===== config.mk =====
export PLATFORM = sky130hd
export DESIGN_NAME = wacs_ctrl
export DESIGN_NICKNAME = d
export VERILOG_FILES = /design/src/rtl/wacs_pkg.sv /design/src/rtl/wacs_ctrl.sv
export SDC_FILE = /design/constraint.sdc
export NUM_CORES = 1
export LEC_CHECK = 0
export CAP_MARGIN = 10
export CORE_AREA = 2 2 39 41
export CTS_BUF_LIST = sky130_fd_sc_hd__clkbuf_8
export DETAILED_ROUTE_END_ITERATION = 7
export DIE_AREA = 0 0 41 43
export DONT_BUFFER_PORTS = 1
export HOLD_SLACK_MARGIN = 0.1
export SETUP_SLACK_MARGIN = 0.5
export SLEW_MARGIN = 25
export SYNTH_ARGS = -nofsm -noshare
export SYNTH_HDL_FRONTEND = slang
export SYNTH_SLANG_ARGS = --single-unit

===== constraint.sdc =====
create_clock -name clk -period 1.3 [get_ports clk]
set_clock_uncertainty 0.1 [all_clocks]
set_input_delay 0.26 -clock clk [delete_from_list [all_inputs] [get_ports clk]]
set_output_delay 0.26 -clock clk [all_outputs]
set_load 0.1 [all_outputs]

===== src/rtl/wacs_pkg.sv =====
`timescale 1ns / 1ps
// ----------------------------------------------------------------------------
// wacs_pkg: shared types for the windowed acceleration statistics block
// Command and status structures passing between the controller and datapath.
// ----------------------------------------------------------------------------
package wacs_pkg;

	localparam logic [15:0] WINDOW_RESET = 16'd1000;

	typedef struct packed {
		logic start;
		logic write;
		logic expire_rd;
		logic expire_pop;
		logic scan_rd;
		logic scan_acc;
		logic scan_first;
		logic div_start;
		logic div_step;
		logic ov_step;
		logic finish;
	} cmd_t;

	typedef struct packed {
		logic expired;
		logic empty;
		logic scan_last;
		logic div_last;
	} sts_t;

endpackage


===== src/rtl/wacs_ctrl.sv =====
`timescale 1ns / 1ps
// ----------------------------------------------------------------------------
// wacs_ctrl: sequencer for one statistics step
// Walks the append, expiry, scan and division phases of one item.
// ----------------------------------------------------------------------------
module wacs_ctrl (
	input  logic            clk,
	input  logic            arst_n,
	input  logic            in_fire,
	input  logic            out_busy,
	input  wacs_pkg::sts_t  sts,
	output wacs_pkg::cmd_t  cmd,
	output logic            idle
);
	import wacs_pkg::*;

	localparam logic [2:0] S_IDLE = 3'd0;
	localparam logic [2:0] S_EXRD = 3'd1;
	localparam logic [2:0] S_EXCK = 3'd2;
	localparam logic [2:0] S_SCAN = 3'd3;
	localparam logic [2:0] S_DIV  = 3'd4;
	localparam logic [2:0] S_OV   = 3'd5;
	localparam logic [2:0] S_DONE = 3'd6;
	localparam logic [2:0] S_DVST = 3'd7;

	logic [2:0] state_q;
	logic [2:0] state_d;

	always_comb begin
		cmd = '0;
		state_d = state_q;
		case (state_q)
			S_IDLE: begin
				if (in_fire) begin
					cmd.start = 1'b1;
					cmd.write = 1'b1;
					state_d = S_EXRD;
				end
			end
			S_EXRD: begin
				cmd.expire_rd = 1'b1;
				state_d = S_EXCK;
			end
			S_EXCK: begin
				if (sts.empty) begin
					state_d = S_DIV;
					cmd.div_start = 1'b1;
				end else if (sts.expired) begin
					cmd.expire_pop = 1'b1;
					state_d = S_EXRD;
				end else begin
					cmd.scan_rd = 1'b1;
					cmd.scan_first = 1'b1;
					state_d = S_SCAN;
				end
			end
			S_SCAN: begin
				cmd.scan_acc = 1'b1;
				if (sts.scan_last) begin
					state_d = S_DVST;
				end else begin
					cmd.scan_rd = 1'b1;
				end
			end
			S_DVST: begin
				cmd.div_start = 1'b1;
				state_d = S_DIV;
			end
			S_DIV: begin
				cmd.div_step = 1'b1;
				if (sts.div_last) state_d = S_OV;
			end
			S_OV: begin
				cmd.ov_step = 1'b1;
				state_d = S_DONE;
			end
			S_DONE: begin
				if (!out_busy) begin
					cmd.finish = 1'b1;
					state_d = S_IDLE;
				end
			end
			default: state_d = S_IDLE;
		endcase
	end

	always_ff @(posedge clk or negedge arst_n) begin
		if (!arst_n) state_q <= S_IDLE;
		else state_q <= state_d;
	end

	assign idle = (state_q == S_IDLE);
endmodule


==> impl_results.md, run 1 <==
* Outcome: finished, violations left
* Failing checks: negative setup slack
* Synth Warn # at 0
* Ranking of synthesized cells by area: dfrtp_1, nor3b_2, nand2b_1
* Async set or reset register ratio after synthesis at 100%
* Vias in the first global route at 372
* Headroom to the max-slew limit at 80.6%
* Ports placed on the boundary at 20
* Placement row count at 14
* Worst Path Arrival at 1.44 ns
* Clock slew seen by the registers of the worst setup and hold paths at 0.03 ns
* Worst skew pair latency at 0.22 ns
* Cell Area, Synth at 305 µm²
* Slowest cell delay on critical path at 0.40 ns
* Routed wirelength normalized by instance count at 12.7 µm
* Crit share post-route at 138%
* Total number of vias at 370
* Final Worst Setup Slack at -0.497 ns
* Proportion of synthesized chip area in sequential cells at 24.6%
* Signed area change from the synthesized netlist to the final layout at 154%
* Number of buffers on the longest clock path at 2
* Leftover overflow at the end of global routing at 0
* Final setup violation count at 13
* Critical setup path kind: flop to primary output
* Final weighted congestion in routability-driven placement at 0.715
* Worst endpoint required time at 0.94 ns
* Area of the die at 1760 µm²
* Maximum frequency from static timing analysis at 556 MHz
* GRT Total Usage at 12.7%
* Count of cells along the worst register-to-register path at 4
* Critical-path top delay cell: dfrtp_1
* Actual transition at the worst max-transition pin at 0.293 ns
* Inserted Clock Buffers at 3
* HPWL after detailed placement at 666 µm
* Worst min path class: primary input to flop
* Sum of met2 wire segment lengths after detailed routing at 506 µm
* CTS HTree Levels at 1
* 1st-pass router iterations at 3
* Biggest regs: state_q x3
* Flip-flop count of the largest register, all copies and words added at 3
* Height of the die at 43 µm
* Sum of routed wire segments on met1 at 426 µm
* Largest net degree at the start of global routing at 8
* Slew Viols, Final at 0
* Total routed wirelength at 992 µm
* Area share of the leading cell type in the synthesized netlist at 24.6%
* Final core utilization at 56.1%
* Number of max-cap violations at 0
* Nets at 71
* Clock root buffer: clkbuf_8
* Count of placed standard cells in the final layout, fillers left out at 78
* Count of unique library cells instantiated by Yosys at 24
* Antenna violations before repair at 0
* Synth Net Count at 44
* Mapped Cells at 36
* Remaining antenna violation count after routing at 0
* Largest fanout on the critical path at 5
* IO Port Bufs at 0
* Routed met3 length at 59 µm
* Commonest non-fill, non-tap cell in the layout: buf_12
* Number of antenna diodes at 0
* Post-synth EDFFs at 0
* First-pass GRT wire length at 1490 µm
* Shortest clock period the worst path allows after layout at 1.80 ns
* Most frequent cells in the layout: buf_12, buf_4, nor3b_4, clkbuf_8, buf_6
* Area leader, netlist: dfrtp_1
* Final Hold Vio Count at 0
* Starting density of the core at 22.1%
* Number of cells in the design after placement at 66
* Fraction of layout cells with a size suffix above 1 at 71.0%
* Crit. End Element: primary output
* TritonCTS clock tree: done
* Core box area at 1380 µm²
* Horizontal die dimension at 41 µm
* Main flop type after synthesis: dfrtp_1
* Cell-by-cell listing of the critical path: buf_4 > o31a_1 > nor3b_4 > buf_12
* Top reg by flops: state_q
* RSZ-0062 raised after global routing: true
* Highest signal layer in the routed design: met3
* Total of flip-flops plus latches after synthesis at 3
* Worst Hold Margin at 0.121 ns
* Mean cell area of the mapped netlist at 8.48 µm²
* Hold-critical path depth at 2
* Startpoint type of the worst setup path: flop
* Iteration-0 DRC count of the detailed router at 11
* Count of unresolved DRC violations after routing at 0
* Detail-routed via count per cell at 4.74
* Count of clock tree sinks at 3
-- synthesized netlist by cell type (2+ instances only) --
| cell type | number |
|---|---|
| nor3_1 | 2 |
| buf_4 | 2 |
| dfrtp_1 | 3 |
| nand2b_1 | 3 |
| and3b_1 | 2 |
| a21oi_1 | 2 |
| nand2_1 | 3 |
| and2_1 | 2 |
| nor3b_2 | 2 |
-- critical path, delay by kind of cell, from the launching register on --
kind / cells / cell delay (ns)
AO/OA/AOI/OAI: 1 / 0.26
buffers and inverters: 2 / 0.35
flip-flops: 1 / 0.40
AND/OR/NAND/NOR: 1 / 0.21
-- logic make-up (layout without fill, tap and decap cells) --
logic type	Yosys count	after routing	share of synthesized area (%)
buf+inv	5	31	11.5
simple gates	21	21	49.2
flops	3	3	24.6
compound gates	7	7	14.8
-- routing by layer --
layer	vias to the layer above	GRT usage (%)
met5	-	0
met4	0	8.00
met3	0	5.76
met2	13	17.5
met1	178	15.2
li1	179	-
-- cell type report --
cell class,instances,area (µm²)
clock buffer,3,41.3
timing repair buffer,26,357
clock inverter,1,3.75
multi-input combinational,28,269
tap,16,20.0
sequential,3,77.6
inverter,1,7.51
fill,111,608
-- what timing repair did --
action | CTS | global route
setup endpoints to repair | 15 | 15
hold buffers | 1 | 0
pin swaps | 5 | 4
gates cloned | 0 | 0
buffers inserted | 4 | 3
hold endpoints to repair | 3 | 0
resized for setup | 4 | 6
-- metrics by stage --
step	instance area (µm²)	setup WS, ns	setup TNS (ns)
finish	776	-0.497	-5.07
global route	776	-0.537	-5.65
CTS	733	-0.500	-5.09
detailed placement	626	-0.284	-2.34
global placement	626	-0.261	-2.18
floorplan	389	-1.21	-7.81
-- worst paths after layout --
check	from	to	slack [ns]
max	state_q[0]	cmd[6]	-0.50
min	out_busy	state_q[1]	0.12
max reg2reg	state_q[0]	state_q[2]	-0.02
min reg2reg	state_q[0]	state_q[1]	0.51
max in group asynchronous	arst_n	state_q[1]	0.74
min in group asynchronous	arst_n	state_q[2]	0.20
Power of run 1 is not shown: default switching activity piles up to over one toggle a cycle in this logic, so the estimate is an artifact.
==> inputs of run 2 (changes only) <==
- ABC_AREA: not set -> 1
==> run 2 against run 1 <==
Compared with the run above:
- the run still ends with negative setup slack left
- first-iteration DRC count is 73% lower
- core utilization is 11 points higher
- routed wire length is 20% higher
- design area is 20% higher
- non-clock buffer count is 6 higher
- die area stayed put
- final cell count is 35% higher
- critical endpoint is now cmd[1]
==> impl_results.md, run 2 <==
* Proportion of synthesized chip area in sequential cells at 23.3% (-1.3 points)
* Timing startpoint of the critical path: state_q[2]
* Sum of routed wire segments on met1 at 460 µm (+8.0%)
* TritonCTS clock tree: done
* Routed wirelength normalized by instance count at 11.3 µm (-11%)
* Area leader, netlist: dfrtp_1
* Count of unresolved DRC violations after routing at 0 (unchanged)
* Maximum frequency from static timing analysis at 592 MHz (+6.3%)
* Critical setup path kind: flop to primary output
* Number of antenna diodes at 0 (unchanged)
* Startpoint type of the worst setup path: flop
* CTS HTree Levels at 1 (unchanged)
* Largest net degree at the start of global routing at 6 (-2)
* Starting density of the core at 23.3% (+1.3 points)
* Antenna violations before repair at 0 (unchanged)
* Most used standard cells in the synthesized netlist: nand2_1, inv_1, nor2_1
* Headroom to the max-slew limit at 83.6% (+3.1 points)
* Clock root buffer: clkbuf_8
* Total of flip-flops plus latches after synthesis at 3 (unchanged)
* Mapped Cells at 55 (+53%)
* IO Port Bufs at 0 (unchanged)
* Signed area change from the synthesized netlist to the final layout at 189%
* Final setup violation count at 15 (+2)
* Register-to-register setup slack at -0.28 ns (-0.26 ns)
* Leftover overflow at the end of global routing at 0 (unchanged)
* Mean cell area of the mapped netlist at 5.87 µm² (-31%)
* 1st-pass router iterations at 4 (+1)
* Final weighted congestion in routability-driven placement at 0.823 (+15%)
* Flip-flop count of the largest register, all copies and words added at 3 (unchanged)
* Post-place instance area at 727 µm² (+16%)
* Failing checks: negative setup slack
* Worst min path class: primary input to async pin
* Cell Area, Synth at 323 µm² (+5.7%)
* Worst R2R Start: state_q[2]
* Height of the die at 43 µm (unchanged)
* End point of the critical path: cmd[1]
* Area of the die at 1760 µm² (unchanged)
* Main flop type after synthesis: dfrtp_1
* Top reg by flops: state_q
* Count of unique library cells instantiated by Yosys at 15 (-38%)
* Fraction of layout cells with a size suffix above 1 at 71.9% (+0.94 points)
* Inserted Clock Buffers at 3 (unchanged)
* RSZ-0062 raised after global routing: true
* Final Hold Vio Count at 0 (unchanged)
* Largest fanout on the critical path at 5 (unchanged)
* Total routed wirelength at 1190 µm (+20%)
* Clock slew seen by the registers of the worst setup and hold paths at 0.03 ns (about the same)
* Design Area, Final at 932 µm² (+20%)
* HPWL after detailed placement at 766 µm (+15%)
* Horizontal die dimension at 41 µm (unchanged)
* Worst Path Arrival at 1.33 ns (-0.11 ns)
* Number of fill cells in the layout at 104 (-6.3%)
* Number of max-cap violations at 0 (unchanged)
* Post-synth EDFFs at 0 (unchanged)
* Shortest clock period the worst path allows after layout at 1.69 ns (-0.107 ns)
* Slew Viols, Final at 0 (unchanged)
* Count of cells along the worst register-to-register path at 8 (+4)
* Core box area at 1380 µm² (unchanged)
* Vias in the first global route at 458 (+23%)
* Crit. End Element: primary output
* Detail-routed via count per cell at 4.53 (-4.4%)
* Sum of met2 wire segment lengths after detailed routing at 668 µm (+32%)
* Commonest non-fill, non-tap cell in the layout: buf_4
* First-pass GRT wire length at 1840 µm (+23%)
* Iteration-0 DRC count of the detailed router at 3 (-8)
* Highest signal layer in the routed design: met3
* Ranking of synthesized cells by area: dfrtp_1, nand2_1, inv_1
* GRT Total Usage at 15.1% (+2.5 points)
* Nets at 98 (+38%)
* Most common cell in the synthesized netlist: nand2_1
* Actual transition at the worst max-transition pin at 0.245 ns (-0.0482 ns)
* Placement row count at 14 (unchanged)
* Count of clock tree sinks at 3 (unchanged)
* Crit share post-route at 130% (-8.2 points)
* Final Worst Setup Slack at -0.390 ns (+0.107 ns)
* Synth Warn # at 0 (unchanged)
* Biggest regs: state_q x3
* Remaining antenna violation count after routing at 0 (unchanged)
* Synth Net Count at 63 (+43%)
* Outcome: finished, violations left
* Async set or reset register ratio after synthesis at 100% (unchanged)
* Worst endpoint required time at 0.94 ns (about the same)
* Number of buffers on the longest clock path at 2 (unchanged)
* Ports placed on the boundary at 20 (unchanged)
* Most frequent cells in the layout: buf_4, nand2_1, buf_12
* Endpoint of the worst register-to-register path: state_q[1]
* Total number of vias at 476 (+29%)
* Area share of the leading cell type in the synthesized netlist at 23.3% (-1.3 points)
* Worst skew pair latency at 0.21 ns (about the same)
* Routed met3 length at 59 µm (unchanged)
[run 2: worst min-delay path by stage]
stage	end	slack, ns
floorplan	state_q[0]	-0.14
global placement	state_q[1]	-0.14
detailed placement	state_q[2]	-0.14
CTS	state_q[2]	0.20
global route	state_q[0]	0.22
finish	state_q[0]	0.20
[run 2: per-stage QoR]
stage	setup WS, ns	TNS [ns]	utilization, %	std cells	hold WS [ns]
floorplan	-0.865	-6.44	-	55	-0.136
global placement	-0.199	-1.94	52.5	90	-0.136
detailed placement	-0.260	-2.35	52.5	90	-0.136
CTS	-0.397	-4.87	64.9	103	0.196
global route	-0.451	-5.79	67.4	105	0.216
finish	-0.390	-5.03	67.4	105	0.198
[run 2: layout make-up]
| cell class | count | area [µm²] | share of cell area (%) |
|---|---|---|---|
| Clock inverter | 1 | 3.75 | 0.403 |
| Timing Repair Buffer | 32 | 415 | 44.6 |
| Sequential cell | 3 | 77.6 | 8.32 |
| Inverter | 10 | 47.5 | 5.10 |
| Multi-Input combinational cell | 40 | 327 | 35.0 |
| Clock buffer | 3 | 41.3 | 4.43 |
| Tap cell | 16 | 20.0 | 2.15 |
[run 2: logic make-up after synthesis]
logic type | share of synthesized area [%]
and+or+nand+nor | 53.1
buffers and inverters | 17.4
DFF | 23.3
AOI/OAI and AO/OA | 6.20
[run 2: worst max-delay path, cell delays in order (launching register included)]
cell and delay, ns:
dfrtp_2 0.43, clkinvlp_4 0.23, buf_6 0.18, nor2_4 0.09, buf_12 0.18
[run 2: per-layer routing]
metal	vias up	GRT usage (%)
met1	222	18.2
met4	0	6.00
met3	0	2.09
met5	-	0
met2	19	25.3
li1	235	-
[run 2: timing repair]
action	CTS	global route
gates resized for setup	19	6
endpoints found under the setup margin	15	15
hold endpoints to repair	3	0
buffers inserted	8	2
pin swaps	10	9
hold buffers	1	0
Power of run 2 is left out for the same reason.
==> inputs of run 3 (changes only) <==
- CTS_BUF_LIST: sky130_fd_sc_hd__clkbuf_8 -> sky130_fd_sc_hd__clkbuf_4 sky130_fd_sc_hd__clkbuf_8 sky130_fd_sc_hd__clkbuf_16
==> run 3 against run 2 <==
Compared with the run above:
- the run still ends with negative setup slack left
- largest cell class unchanged
- sequential cell count did not move
- first-iteration DRC count rose by 67%
- final cell count fell by 0.95%
- critical endpoint is now cmd[4]
- core utilization fell by 0.36 points
- die area did not move
==> impl_results.md, run 3 (synthesis gave the netlist of run 2 again) <==
* Fraction of layout cells with a size suffix above 1 at 75.0% (+3.1 points)
* Count of unresolved DRC violations after routing at 0 (unchanged)
* First-pass GRT wire length at 1790 µm (-2.2%)
* Outcome: finished, violations left
* Remaining antenna violation count after routing at 0 (unchanged)
* CTS HTree Levels at 1 (unchanged)
* 1st-pass router iterations at 3 (-1)
* Biggest regs: state_q x3
* Crit share post-route at 132% (+2.2 points)
* Worst min path class: primary input to async pin
* Startpoint type of the worst setup path: flop
* Nets at 97 (-1.0%)
* Number of antenna diodes at 0 (unchanged)
* Total number of vias at 455 (-4.4%)
* Inserted Clock Buffers at 3 (unchanged)
* Maximum frequency from static timing analysis at 582 MHz (-1.7%)
* Largest fanout on the critical path at 3 (-2)
* Worst Path Arrival at 1.36 ns (+0.03 ns)
* Area of the die at 1760 µm² (unchanged)
* Starting density of the core at 23.3% (unchanged)
* Slowest cell delay on critical path at 0.44 ns (about the same)
* Critical-path top delay cell: dfrtp_2
* Flip-flop count of the largest register, all copies and words added at 3 (unchanged)
* Shortest clock period the worst path allows after layout at 1.72 ns (+0.0284 ns)
* Failing checks: negative setup slack
* Antenna violations before repair at 0 (unchanged)
* Detail-routed via count per cell at 4.38 (-3.5%)
* Total routed wirelength at 1030 µm (-13%)
* Vias in the first global route at 445 (-2.8%)
* GRT Total Usage at 14.3% (-0.81 points)
* Total negative setup slack at -5.13 ns (-0.101 ns)
* Count of clock tree sinks at 3 (unchanged)
* Iteration-0 DRC count of the detailed router at 5 (+2)
* Routed wirelength normalized by instance count at 9.91 µm (-12%)
* Cell-by-cell listing of the critical path: inv_2 > nand2_4 > nor2_4 > nand3_4 > clkinvlp_4 > buf_12
* Number of cells in the design after placement at 90 (unchanged)
* Leftover overflow at the end of global routing at 0 (unchanged)
* Worst endpoint required time at 0.94 ns (about the same)
* Top Family by Delay on Critical Path: flip-flops
* Slew Viols, Final at 0 (unchanged)
* Final Worst Setup Slack at -0.419 ns (-0.0284 ns)
* Top reg by flops: state_q
* TritonCTS clock tree: done
* IO Port Bufs at 0 (unchanged)
* Clock root buffer: clkbuf_4
* Buffers and inverters on the worst path at 3 (unchanged)
* Worst skew pair latency at 0.23 ns (+0.02 ns)
* Placement row count at 14 (unchanged)
* Horizontal die dimension at 41 µm (unchanged)
* Largest net degree at the start of global routing at 6 (unchanged)
* Final weighted congestion in routability-driven placement at 0.823 (unchanged)
* HPWL after detailed placement at 766 µm (unchanged)
* Final setup violation count at 15 (unchanged)
* Number of max-cap violations at 0 (unchanged)
* Post-place instance area at 727 µm² (unchanged)
* Number of fill cells in the layout at 106 (+1.9%)
* Headroom to the max-slew limit at 83.6% (about the same)
* Critical setup path kind: flop to primary output
* Final Hold Vio Count at 0 (unchanged)
* Crit. End Element: primary output
* Core box area at 1380 µm² (unchanged)
* Height of the die at 43 µm (unchanged)
* Count of placed standard cells in the final layout, fillers left out at 104 (-0.95%)
* Signed area change from the synthesized netlist to the final layout at 187%
* Clock slew seen by the registers of the worst setup and hold paths at 0.04 ns (about the same)
* Actual transition at the worst max-transition pin at 0.246 ns (+0.00104 ns)
* Most frequent cells in the layout: buf_12, buf_4, nand2_1, buf_6, nor2_4
* Number of buffers on the longest clock path at 2 (unchanged)
* RSZ-0062 raised after global routing: true
* Design Area, Final at 927 µm² (-0.54%)
* Ports placed on the boundary at 20 (unchanged)
run 3: cell types whose count changed in the layout (fill, tap and decap cells not counted):
| cell | delta |
|---|---|
| dfrtp_1 | -1 |
| clkbuf_4 | +4 |
| nor2_4 | +2 |
| buf_4 | -2 |
| nand2_2 | +1 |
| nor2_2 | -2 |
| nand2_1 | -1 |
| inv_1 | -1 |
| clkbuf_8 | -3 |
| dfrtp_2 | +1 |
| buf_6 | +1 |
run 3: worst paths after layout:
| path | start | to | slack (ns) | depth (start not counted) |
|---|---|---|---|---|
| hold / removal | arst_n | state_q[2] | 0.18 | 1 |
| max in group asynchronous | arst_n | state_q[1] | 0.76 | 1 |
| setup reg to reg | state_q[2] | state_q[1] | -0.27 | 8 |
| min in group clk | out_busy | state_q[1] | 0.22 | 4 |
| hold reg to reg | state_q[2] | state_q[2] | 0.68 | 3 |
| setup / recovery | state_q[0] | cmd[4] | -0.42 | 6 |
run 3: final cells by class:
cell class	instances	area [µm²]	share of cell area [%]
multi-input cells	40	339	36.6
well taps	16	20.0	2.16
clock buffers	4	30.0	3.24
inverters	10	47.5	5.13
flip-flops and latches	3	78.8	8.50
repair buffers	31	412	44.4
run 3: repair_timing:
| item | 4_1_cts | 5_1_grt |
|---|---|---|
| hold buffers | 1 | 0 |
| cloned | 0 | 0 |
| endpoints found under the setup margin | 15 | 15 |
| pin swaps | 11 | 9 |
| setup buffers | 7 | 2 |
| resized for setup | 23 | 7 |
| hold endpoints to repair | 3 | 0 |
run 3: routing by layer:
metal | vias up | share of wire [%] | global-route usage (%)
met3 | 0 | 4.7 | 2.09
met2 | 17 | 55 | 24.7
met1 | 203 | 41 | 18.2
li1 | 235 | - | -
met5 | - | 0 | 0
met4 | 0 | 0 | 2.00
run 3: stage by stage:
step           setup slack (ns)  hold slack [ns]  util [%]
3_5_place_dp             -0.260           -0.136      52.5
6_report                 -0.419            0.179      67.0
4_1_cts                  -0.417            0.176      64.4
2_1_floorplan            -0.865           -0.136         -
5_1_grt                  -0.497            0.198      67.0
3_3_place_gp             -0.199           -0.136      52.5
Power of run 3 is left out for the same reason.
